[src/design/plsf_pkg.sv]
`timescale 1ns / 1ps
// Shared types, constants and the solve microprogram for the parabola fit.
// Used by plsf_ctrl, plsf_dpath and parabola_least_squares_fit.
package plsf_pkg;

  localparam int unsigned X_W    = 12;
  localparam int unsigned Y_W    = 16;
  localparam int unsigned CNT_W  = 11;
  localparam int unsigned COEF_W = 32;
  localparam int unsigned WIDE   = 256;
  localparam int unsigned RF_AW  = 4;
  localparam int unsigned PC_W   = 6;
  localparam int unsigned STEP_W = 6;
  localparam int unsigned QUO_W  = 33;
  localparam int unsigned MIN_POINTS = 3;

  localparam logic [1:0] KIND_ADD = 2'd0;
  localparam logic [1:0] KIND_REM = 2'd1;
  localparam logic [1:0] KIND_CLR = 2'd2;

  localparam logic [2:0] LD_LAST = 3'd7;
  localparam logic [STEP_W-1:0] DIV_LAST = STEP_W'(QUO_W - 1);

  localparam logic [RF_AW-1:0] RF_N  = 4'd0;
  localparam logic [RF_AW-1:0] RF_S1 = 4'd1;
  localparam logic [RF_AW-1:0] RF_S2 = 4'd2;
  localparam logic [RF_AW-1:0] RF_S3 = 4'd3;
  localparam logic [RF_AW-1:0] RF_S4 = 4'd4;
  localparam logic [RF_AW-1:0] RF_T0 = 4'd5;
  localparam logic [RF_AW-1:0] RF_T1 = 4'd6;
  localparam logic [RF_AW-1:0] RF_T2 = 4'd7;
  localparam logic [RF_AW-1:0] RF_P  = 4'd8;
  localparam logic [RF_AW-1:0] RF_Q  = 4'd9;
  localparam logic [RF_AW-1:0] RF_A  = 4'd10;
  localparam logic [RF_AW-1:0] RF_B  = 4'd11;
  localparam logic [RF_AW-1:0] RF_C  = 4'd12;
  localparam logic [RF_AW-1:0] RF_E  = 4'd13;
  localparam logic [RF_AW-1:0] RF_F  = 4'd14;
  localparam logic [RF_AW-1:0] RF_NN = 4'd15;
  localparam logic [RF_AW-1:0] RF_Z  = RF_C;
  localparam logic [RF_AW-1:0] RF_BN = RF_F;
  localparam logic [RF_AW-1:0] RF_BD = RF_A;
  localparam logic [RF_AW-1:0] RF_CN = RF_B;
  localparam logic [RF_AW-1:0] RF_D3 = RF_E;

  localparam logic [RF_AW-1:0] COEF_A = 4'd0;
  localparam logic [RF_AW-1:0] COEF_B = 4'd1;
  localparam logic [RF_AW-1:0] COEF_C = 4'd2;

  typedef enum logic [2:0] {
    UOP_MUL,
    UOP_SUB,
    UOP_TEST,
    UOP_DIV,
    UOP_END
  } uop_e;

  typedef struct packed {
    uop_e              op;
    logic [RF_AW-1:0]  dst;
    logic [RF_AW-1:0]  sa;
    logic [RF_AW-1:0]  sb;
    logic [STEP_W-1:0] k;
  } uop_t;

  typedef enum logic [3:0] {
    ST_IDLE,
    ST_ACC1,
    ST_ACC2,
    ST_ACC3,
    ST_LOAD,
    ST_PREP,
    ST_READ,
    ST_EXEC,
    ST_MUL,
    ST_MULW,
    ST_DSCALE,
    ST_DSTEP,
    ST_DSTORE,
    ST_FIN
  } ctl_state_e;

  typedef struct packed {
    logic [1:0]               kind;
    logic signed [X_W-1:0]    x;
    logic signed [Y_W-1:0]    y;
  } in_t;

  typedef struct packed {
    logic                     fit_valid;
    logic signed [COEF_W-1:0] coef_a;
    logic signed [COEF_W-1:0] coef_b;
    logic signed [COEF_W-1:0] coef_c;
    logic [CNT_W-1:0]         points_held;
  } out_t;

  typedef struct packed {
    logic             capture;
    logic             upd;
    logic             ld;
    logic [2:0]       ld_idx;
    logic             rd;
    logic [RF_AW-1:0] sa;
    logic [RF_AW-1:0] sb;
    logic [RF_AW-1:0] dst;
    logic             mul_load;
    logic             mul_step;
    logic             mul_last;
    logic             wr_acc;
    logic             wr_sub;
    logic             div_abs;
    logic             div_scale;
    logic             div_step;
    logic             div_store;
    logic             fit_clr;
    logic             fit_set;
    logic             out_load;
  } cmd_t;

  typedef struct packed {
    logic n_ok;
    logic zero;
  } sts_t;

  // serial operand is sb; k covers its signed width
  function automatic uop_t uop_at(input logic [PC_W-1:0] pc);
    uop_t u;
    u = '{UOP_END, RF_N, RF_N, RF_N, 6'd0};
    case (pc)
      6'd0:  u = '{UOP_MUL,  RF_P,  RF_S3, RF_N,  6'd12};
      6'd1:  u = '{UOP_MUL,  RF_Q,  RF_S2, RF_S1, 6'd23};
      6'd2:  u = '{UOP_SUB,  RF_A,  RF_P,  RF_Q,  6'd0};
      6'd3:  u = '{UOP_MUL,  RF_P,  RF_S2, RF_N,  6'd12};
      6'd4:  u = '{UOP_MUL,  RF_Q,  RF_S1, RF_S1, 6'd23};
      6'd5:  u = '{UOP_SUB,  RF_B,  RF_P,  RF_Q,  6'd0};
      6'd6:  u = '{UOP_MUL,  RF_P,  RF_S4, RF_N,  6'd12};
      6'd7:  u = '{UOP_MUL,  RF_Q,  RF_S2, RF_S2, 6'd33};
      6'd8:  u = '{UOP_SUB,  RF_C,  RF_P,  RF_Q,  6'd0};
      6'd9:  u = '{UOP_MUL,  RF_P,  RF_T1, RF_N,  6'd12};
      6'd10: u = '{UOP_MUL,  RF_Q,  RF_T0, RF_S1, 6'd23};
      6'd11: u = '{UOP_SUB,  RF_E,  RF_P,  RF_Q,  6'd0};
      6'd12: u = '{UOP_MUL,  RF_P,  RF_T2, RF_N,  6'd12};
      6'd13: u = '{UOP_MUL,  RF_Q,  RF_S2, RF_T0, 6'd27};
      6'd14: u = '{UOP_SUB,  RF_F,  RF_P,  RF_Q,  6'd0};
      6'd15: u = '{UOP_MUL,  RF_P,  RF_C,  RF_B,  6'd47};
      6'd16: u = '{UOP_MUL,  RF_Q,  RF_A,  RF_A,  6'd57};
      6'd17: u = '{UOP_SUB,  RF_NN, RF_P,  RF_Q,  6'd0};
      6'd18: u = '{UOP_TEST, RF_N,  RF_B,  RF_NN, 6'd0};
      6'd19: u = '{UOP_MUL,  RF_P,  RF_F,  RF_B,  6'd47};
      6'd20: u = '{UOP_MUL,  RF_Q,  RF_A,  RF_E,  6'd51};
      6'd21: u = '{UOP_SUB,  RF_Z,  RF_P,  RF_Q,  6'd0};
      6'd22: u = '{UOP_MUL,  RF_P,  RF_NN, RF_E,  6'd51};
      6'd23: u = '{UOP_MUL,  RF_Q,  RF_Z,  RF_A,  6'd57};
      6'd24: u = '{UOP_SUB,  RF_BN, RF_P,  RF_Q,  6'd0};
      6'd25: u = '{UOP_MUL,  RF_BD, RF_NN, RF_B,  6'd47};
      6'd26: u = '{UOP_MUL,  RF_P,  RF_BD, RF_T0, 6'd27};
      6'd27: u = '{UOP_MUL,  RF_Q,  RF_Z,  RF_S2, 6'd33};
      6'd28: u = '{UOP_MUL,  RF_Q,  RF_Q,  RF_B,  6'd47};
      6'd29: u = '{UOP_SUB,  RF_P,  RF_P,  RF_Q,  6'd0};
      6'd30: u = '{UOP_MUL,  RF_Q,  RF_BN, RF_S1, 6'd23};
      6'd31: u = '{UOP_SUB,  RF_CN, RF_P,  RF_Q,  6'd0};
      6'd32: u = '{UOP_MUL,  RF_D3, RF_BD, RF_N,  6'd12};
      6'd33: u = '{UOP_DIV,  COEF_A, RF_Z,  RF_NN, 6'd0};
      6'd34: u = '{UOP_DIV,  COEF_B, RF_BN, RF_BD, 6'd0};
      6'd35: u = '{UOP_DIV,  COEF_C, RF_CN, RF_D3, 6'd0};
      default: u = '{UOP_END, RF_N, RF_N, RF_N, 6'd0};
    endcase
    return u;
  endfunction

endpackage

[src/design/plsf_ctrl.sv]
`timescale 1ns / 1ps
// Sequencer for the parabola fit: accumulate, load sums, run the solve program.
// Depends on plsf_pkg; drives plsf_dpath through cmd_t.
module plsf_ctrl (
  input  logic             clk_i,
  input  logic             rst_ni,
  input  logic             in_valid_i,
  output logic             in_stall_o,
  output logic             out_valid_o,
  input  logic             out_stall_i,
  input  plsf_pkg::sts_t   sts_i,
  output plsf_pkg::cmd_t   cmd_o
);

  plsf_pkg::ctl_state_e state_q, state_d;
  logic [plsf_pkg::PC_W-1:0]   pc_q, pc_d;
  logic [plsf_pkg::STEP_W-1:0] cnt_q, cnt_d;
  logic out_valid_q, out_valid_d;
  plsf_pkg::uop_t uop;
  logic mul_last;
  logic out_free;

  assign uop      = plsf_pkg::uop_at(pc_q);
  assign mul_last = (cnt_q == uop.k - 6'd1);
  assign out_free = !out_valid_q || !out_stall_i;

  always_ff @(posedge clk_i or negedge rst_ni) begin
    if (!rst_ni) begin
      state_q     <= plsf_pkg::ST_IDLE;
      pc_q        <= '0;
      cnt_q       <= '0;
      out_valid_q <= 1'b0;
    end else begin
      state_q     <= state_d;
      pc_q        <= pc_d;
      cnt_q       <= cnt_d;
      out_valid_q <= out_valid_d;
    end
  end

  always_comb begin
    state_d     = state_q;
    pc_d        = pc_q;
    cnt_d       = cnt_q;
    out_valid_d = out_valid_q && out_stall_i;
    case (state_q)
      plsf_pkg::ST_IDLE: begin
        if (in_valid_i) state_d = plsf_pkg::ST_ACC1;
      end
      plsf_pkg::ST_ACC1: state_d = plsf_pkg::ST_ACC2;
      plsf_pkg::ST_ACC2: state_d = plsf_pkg::ST_ACC3;
      plsf_pkg::ST_ACC3: begin
        state_d = plsf_pkg::ST_LOAD;
        cnt_d   = '0;
      end
      plsf_pkg::ST_LOAD: begin
        cnt_d = cnt_q + 6'd1;
        if (cnt_q[2:0] == plsf_pkg::LD_LAST) state_d = plsf_pkg::ST_PREP;
      end
      plsf_pkg::ST_PREP: begin
        pc_d    = '0;
        state_d = sts_i.n_ok ? plsf_pkg::ST_READ : plsf_pkg::ST_FIN;
      end
      plsf_pkg::ST_READ: state_d = plsf_pkg::ST_EXEC;
      plsf_pkg::ST_EXEC: begin
        case (uop.op)
          plsf_pkg::UOP_MUL: begin
            cnt_d   = '0;
            state_d = plsf_pkg::ST_MUL;
          end
          plsf_pkg::UOP_SUB: begin
            pc_d    = pc_q + 6'd1;
            state_d = plsf_pkg::ST_READ;
          end
          plsf_pkg::UOP_TEST: begin
            pc_d    = pc_q + 6'd1;
            state_d = sts_i.zero ? plsf_pkg::ST_FIN : plsf_pkg::ST_READ;
          end
          plsf_pkg::UOP_DIV: state_d = plsf_pkg::ST_DSCALE;
          default:           state_d = plsf_pkg::ST_FIN;
        endcase
      end
      plsf_pkg::ST_MUL: begin
        cnt_d = cnt_q + 6'd1;
        if (mul_last) state_d = plsf_pkg::ST_MULW;
      end
      plsf_pkg::ST_MULW: begin
        pc_d    = pc_q + 6'd1;
        state_d = plsf_pkg::ST_READ;
      end
      plsf_pkg::ST_DSCALE: begin
        cnt_d   = '0;
        state_d = plsf_pkg::ST_DSTEP;
      end
      plsf_pkg::ST_DSTEP: begin
        cnt_d = cnt_q + 6'd1;
        if (cnt_q == plsf_pkg::DIV_LAST) state_d = plsf_pkg::ST_DSTORE;
      end
      plsf_pkg::ST_DSTORE: begin
        pc_d    = pc_q + 6'd1;
        state_d = plsf_pkg::ST_READ;
      end
      plsf_pkg::ST_FIN: begin
        if (out_free) begin
          out_valid_d = 1'b1;
          state_d     = plsf_pkg::ST_IDLE;
        end
      end
      default: state_d = plsf_pkg::ST_IDLE;
    endcase
  end

  always_comb begin
    cmd_o        = '0;
    cmd_o.sa     = uop.sa;
    cmd_o.sb     = uop.sb;
    cmd_o.dst    = uop.dst;
    cmd_o.ld_idx = cnt_q[2:0];
    case (state_q)
      plsf_pkg::ST_IDLE:   cmd_o.capture = in_valid_i;
      plsf_pkg::ST_ACC3:   cmd_o.upd = 1'b1;
      plsf_pkg::ST_LOAD:   cmd_o.ld = 1'b1;
      plsf_pkg::ST_PREP:   cmd_o.fit_clr = 1'b1;
      plsf_pkg::ST_READ:   cmd_o.rd = 1'b1;
      plsf_pkg::ST_EXEC: begin
        case (uop.op)
          plsf_pkg::UOP_MUL: cmd_o.mul_load = 1'b1;
          plsf_pkg::UOP_SUB: cmd_o.wr_sub = 1'b1;
          plsf_pkg::UOP_DIV: cmd_o.div_abs = 1'b1;
          plsf_pkg::UOP_END: cmd_o.fit_set = 1'b1;
          default:           cmd_o.mul_load = 1'b0;
        endcase
      end
      plsf_pkg::ST_MUL: begin
        cmd_o.mul_step = 1'b1;
        cmd_o.mul_last = mul_last;
      end
      plsf_pkg::ST_MULW:   cmd_o.wr_acc = 1'b1;
      plsf_pkg::ST_DSCALE: cmd_o.div_scale = 1'b1;
      plsf_pkg::ST_DSTEP:  cmd_o.div_step = 1'b1;
      plsf_pkg::ST_DSTORE: cmd_o.div_store = 1'b1;
      plsf_pkg::ST_FIN:    cmd_o.out_load = out_free;
      default:             cmd_o.capture = 1'b0;
    endcase
  end

  assign in_stall_o  = (state_q != plsf_pkg::ST_IDLE);
  assign out_valid_o = out_valid_q;

endmodule

[config.mk]
export PLATFORM = sky130hd
export DESIGN_NAME = plsf_ctrl
export DESIGN_NICKNAME = d
export VERILOG_FILES = /design/src/design/plsf_pkg.sv /design/src/design/plsf_ctrl.sv
export SDC_FILE = /design/constraint.sdc
export NUM_CORES = 1
export LEC_CHECK = 0
export BUFFER_PORTS_ARGS = -buffer_cell sky130_fd_sc_hd__buf_2
export CAP_MARGIN = 0
export CORE_MARGIN = 3
export CORE_UTILIZATION = 60
export CTS_CLUSTER_DIAMETER = 30
export DETAILED_ROUTE_END_ITERATION = 7
export HOLD_SLACK_MARGIN = 0.1
export PLACE_DENSITY = 0.82
export SYNTH_ARGS = -nofsm -noshare
export SYNTH_HDL_FRONTEND = slang
export SYNTH_SLANG_ARGS = --single-unit
[constraint.sdc]
create_clock -name clk_i -period 5.7 [get_ports clk_i]
set_input_delay 0.57 -clock clk_i [delete_from_list [all_inputs] [get_ports clk_i]]
set_output_delay 0.57 -clock clk_i [all_outputs]
set_load 0.02 [all_outputs]
* Word level (Yosys, flattened, before mapping) *
Memories as Yosys holds them, arrays and structs flattened.
Cells that the tools add are included.
W data, S select, Z words.

storage, ports and cells
  bits of input ports = 6
  output and inout bits = 33
  bits in read-only memories = 1,344
  memories kept = 1
  word-level logic and storage cells = 84
  bits in registers = 17

memories
  memory           words  bits a word  read ports  clocked after Yosys merged registers in  write ports  RTL line         RTL
  (no name shown)  64     21           1           0                                        0            plsf_pkg.sv:129  case (pc)

operators by class
  $add $sub $neg = 3
  equality and inequality tests = 27
  muxes and demuxes = 33
  reductions and logical operators = 16

operators with widths
  cell                   count
  $pmux W4 S13           1
  $pmux W6 S3            2
  $mux W4                7
  $eq A4 B4 Y1 const B   6
  $mux W1                18
  $eq A4 B3 Y1 const B   4
  $pmux W4 S4            1
  $ne A2 B2 Y1 const B   7
  $add A6 B1 Y6 const B  2
  $mux W6                2
  $eq A4 B2 Y1 const B   2
  $eq A3 B2 Y1 const B   2
  $eq A3 B3 Y1 const B   2
  $eq A6 B6 Y1           1
  $eq A6 B6 Y1 const B   1
  $reduce_bool A3 Y1     2
  $reduce_or A2 Y1       3
  $sub A6 B1 Y6 const B  1
  $reduce_and A5 Y1      1
  $eq A4 B1 Y1 const B   1
  $logic_not A4 Y1       1
  $mux W2                2
  $reduce_and A2 Y1      2
  $reduce_bool A4 Y1     1
  other kinds (6)        7

* Depth between registers and ports, before layout *
An unclocked memory read counts as a cell.

  depth in word-level cells = 5
  gate-level depth with buffers = 14
  depth with buffers taken out = 12

* Worst setup path after synthesis *
No wires, ideal clock.

  path type = reg-to-output
  from = register pc_q[0] (netlist name)
  to = output cmd_o[9] (netlist name)
  required time = 5,130 ps
  path buffers = 2
  data arrival time = 3,466 ps
  setup slack = 1,664 ps
  cell stages (with the launch flop) = 14
  cell sequence = dfrtp_1 buf_2 inv_1 ha_1 buf_2 mux4_2 and2_1 a211oi_2 inv_1 ha_1 nand2b_1 a2111oi_2 nor2_1 nor4_2

RTL lines
  item                    RTL line         RTL
  from (decl)             plsf_ctrl.sv:16  logic [plsf_pkg::PC_W-1:0] pc_q, pc_d;
  from (signal assigned)  plsf_ctrl.sv:35  pc_q <= pc_d;
  to (decl)               plsf_ctrl.sv:12  output plsf_pkg::cmd_t cmd_o

==> out/results.ini <==
[sta]
grt_setup_unrepaired=no
final-max-slew-violation-count=0
finalCriticalPeriod_ns=4.84
maxSlewHeadroom_pct=56.6
timing.fmax_ghz=0.207
fin_ws_ns=0.864
final-hold-violation-count=0
max_slew.worst_pin.slew_ns=0.652
layout_worst_path_cycle_share_pct=84.8
setup_viol_count_final=0
skew_ns=0.00439
setup_tns_ns=0

[global_routing]
gr-usage-met2_pct=44.6
globalRouteOverflowTotal=0
grt_first_pass_wirelength_mm=12.8
globalRouteMet3Util_pct=4.81
grt.busiest_layer=met2
grt_use_total_pct=29.6
grt_start_max_net_pins=45
number_of_antenna_violations_at_the_first_check_in_global_routing=0
gr-usage-met1_pct=42.9
number_of_global_route_vias_before_repair=2628

[synth]
cell_type_with_the_highest_aggregate_area_in_the_netlist=sky130_fd_sc_hd__dfrtp_1
post_synth_num_cell_types=78
async_reset_ff_share_pct=100
ys.warnings.count=0
number_of_standard_cells_after_synthesis=397
dominantRegCellSynth=sky130_fd_sc_hd__dfrtp_1
synth-seq-area-share_pct=15.0
netlist_top_cells_count=sky130_fd_sc_hd__nand2_1 (43), sky130_fd_sc_hd__nor2_1 (35), sky130_fd_sc_hd__a21oi_1 (27), sky130_fd_sc_hd__o21ai_0 (27), sky130_fd_sc_hd__nand2b_1 (21)
synth_enable_flop_cells=0
yosys_register_bits=17
synthDominantCellAreaShare_pct=15.0
synth_area_um2=2830
synth_area_leaders=sky130_fd_sc_hd__dfrtp_1 (15%), sky130_fd_sc_hd__nand2_1 (5.7%), sky130_fd_sc_hd__ha_1 (5.3%)
post-synth-top-count-cell=sky130_fd_sc_hd__nand2_1
synth_area_per_cell_um2=7.14
synth_fp_nets=415

[placed_design]
dpl_cell_area_um2=2930
place.detailed.hpwl_mm=6.00
detailedPlace.worstSlack_ns=1.33
numPortBuffers=38
gp_congestion=0.975
number_of_placed_cells_counting_well_taps=457

[clocking]
clk_root_buffer_cell=sky130_fd_sc_hd__clkbuf_8
cts_tree=done
cts_repair_resize_count=0
cts_buf_count=3
post_cts_hold_buffer_count=0
clock_insertion_delay_worst_skew_ns=0.26
ctsLongestPathBuffers=2
post-cts-setup-buffers=0
htreeDepth=1
clock_sinks=17
clk_pin_slew_ns=0.08

[power]
report.power.total_mw=2.15
power.density_cell_area_nw_per_um2=723
ir_drop_v=0.000379
p_leak_nw=1.26

[routing]
drt_first_iter_violations=474
drt_wl_total_mm=8.24
drc=0
via_count=3156
final_antenna_net_count=0
first_pass_iters=5
via_per_inst=6.85
avgRoutedWirePerCell_um=17.9

[critical_path]
endpoint_kind=output port
cp.required_ns=5.13
critPathKind=flop to output port
critical_path_arrival_ns=4.27
critPathLaunchType=flop
critical_path_peak_fanout=18

[final_layout]
nNetsFinal=428
antenna-diode-count=0
syn2layout_area_growth_pct=4.99
finalInstanceArea_um2=2980
storage_cell_area_um2=425
layout-drive-gt1-share_pct=18.1
multi_input_comb_area_um2=2160
fillerInstances=401
finalNonFillerCells=461

[worst_hold_path]
hp-class=primary input to async pin

[floorplan]
die_w_um=74.7
die_height_um=74.7
initial_standard_cell_utilization_of_the_core_pct=63.8
fp.dieArea_um2=5580
fp.coreArea_um2=4440
ios=39
num_rows=24

[run_status]
outcome=finished, final reports clean

[job]
maxCapViolations=0

cells in the final DEF (no fill, tap or decap), types with 4 or more instances in the layout:
master                     count
sky130_fd_sc_hd__nand2_1      43
sky130_fd_sc_hd__o22ai_1       5
sky130_fd_sc_hd__or2_2         6
sky130_fd_sc_hd__a21oi_1      27
sky130_fd_sc_hd__xor2_1        4
sky130_fd_sc_hd__o211ai_1      6
sky130_fd_sc_hd__a211oi_1      5
sky130_fd_sc_hd__a22o_1        4
sky130_fd_sc_hd__ha_1         12
sky130_fd_sc_hd__o21ai_0      27
sky130_fd_sc_hd__o32ai_1       4
sky130_fd_sc_hd__inv_1        14
sky130_fd_sc_hd__a31oi_1      10
sky130_fd_sc_hd__and3_1        5
sky130_fd_sc_hd__nand3_1      15
sky130_fd_sc_hd__xnor2_1       4
sky130_fd_sc_hd__nor2_1       35
sky130_fd_sc_hd__buf_4         5
sky130_fd_sc_hd__buf_2        38
sky130_fd_sc_hd__o21ai_1       5
sky130_fd_sc_hd__dfrtp_1      17
sky130_fd_sc_hd__nor3_1        8
sky130_fd_sc_hd__mux2i_1       4
sky130_fd_sc_hd__nand2b_1     21
sky130_fd_sc_hd__nor2b_1       9
layer usage:
layer	part of all wire [%]	vias up
li1	-	1480
met1	44	1456
met2	44	186
met3	9.1	34
met4	2.8	0
met5	0	-
report_power, final:
| part | total (mW) | switching, mW | internal [mW] |
|---|---|---|---|
| combinational | 1.77 | 1.08 | 0.696 |
| sequential | 0.280 | 0.119 | 0.161 |
| clock | 0.0983 | 0.0495 | 0.0488 |
registers in the layout, indices dropped and copies added, names as in the netlist:
register and count:
cnt_q 6, state_q 4, out_valid_o 1, pc_q 6
metrics by stage:
| stage | util (%) | hold slack, ns |
|---|---|---|
| final | 66.9 | 0.247 |
| after detailed placement | 65.9 | 0.507 |
| after global placement | 65.9 | 0.500 |
| after floorplan | - | 0.274 |
| after CTS | 66.9 | 0.253 |
| after global routing | 66.9 | 0.270 |
kinds of logic after synthesis:
family          synth area share (%)
compound gates                  34.6
xor+xnor                        2.47
flops                           15.0
mux                             4.99
simple gates                    28.8
buf+inv                         8.83
fa+ha+maj                       5.30
critical path: stages (launching register included):
cell and delay (ns):
sky130_fd_sc_hd__dfrtp_1 0.70, sky130_fd_sc_hd__inv_1 0.30, sky130_fd_sc_hd__ha_1 0.53, sky130_fd_sc_hd__mux4_2 0.55, sky130_fd_sc_hd__and2_1 0.19, sky130_fd_sc_hd__a211oi_2 0.24
sky130_fd_sc_hd__inv_1 0.07, sky130_fd_sc_hd__ha_1 0.23, sky130_fd_sc_hd__nand2b_1 0.17, sky130_fd_sc_hd__a2111oi_2 0.40, sky130_fd_sc_hd__nor2_1 0.12, sky130_fd_sc_hd__nor4_2 0.28
sky130_fd_sc_hd__buf_2 0.22
worst paths after layout:
kind                                       start                     end  slack, ns  depth (start not counted)
max in group asynchronous                 rst_ni    cnt_q[4]$_DFFE_PN0P_       5.14                          1
min in group clk_i         out_valid_o$_DFF_PN0_   out_valid_o$_DFF_PN0_       0.53                          2
setup / recovery             pc_q[0]$_DFFE_PN0P_                cmd_o[9]       0.86                         12
setup reg to reg             pc_q[0]$_DFFE_PN0P_  state_q[0]$_DFFE_PN0P_       1.98                         11
hold reg to reg            out_valid_o$_DFF_PN0_   out_valid_o$_DFF_PN0_       0.53                          2
hold / removal                            rst_ni   out_valid_o$_DFF_PN0_       0.25                          1
final cells by class:
class | instances | area share (%)
well taps | 52 | 2.19
inverters | 14 | 1.77
multi-input cells | 331 | 72.5
repair buffers | 43 | 7.65
flip-flops and latches | 17 | 14.3
clock buffers | 3 | 1.39
clock inverters | 1 | 0.168
Note: power is estimated with default switching activity, not from simulation.
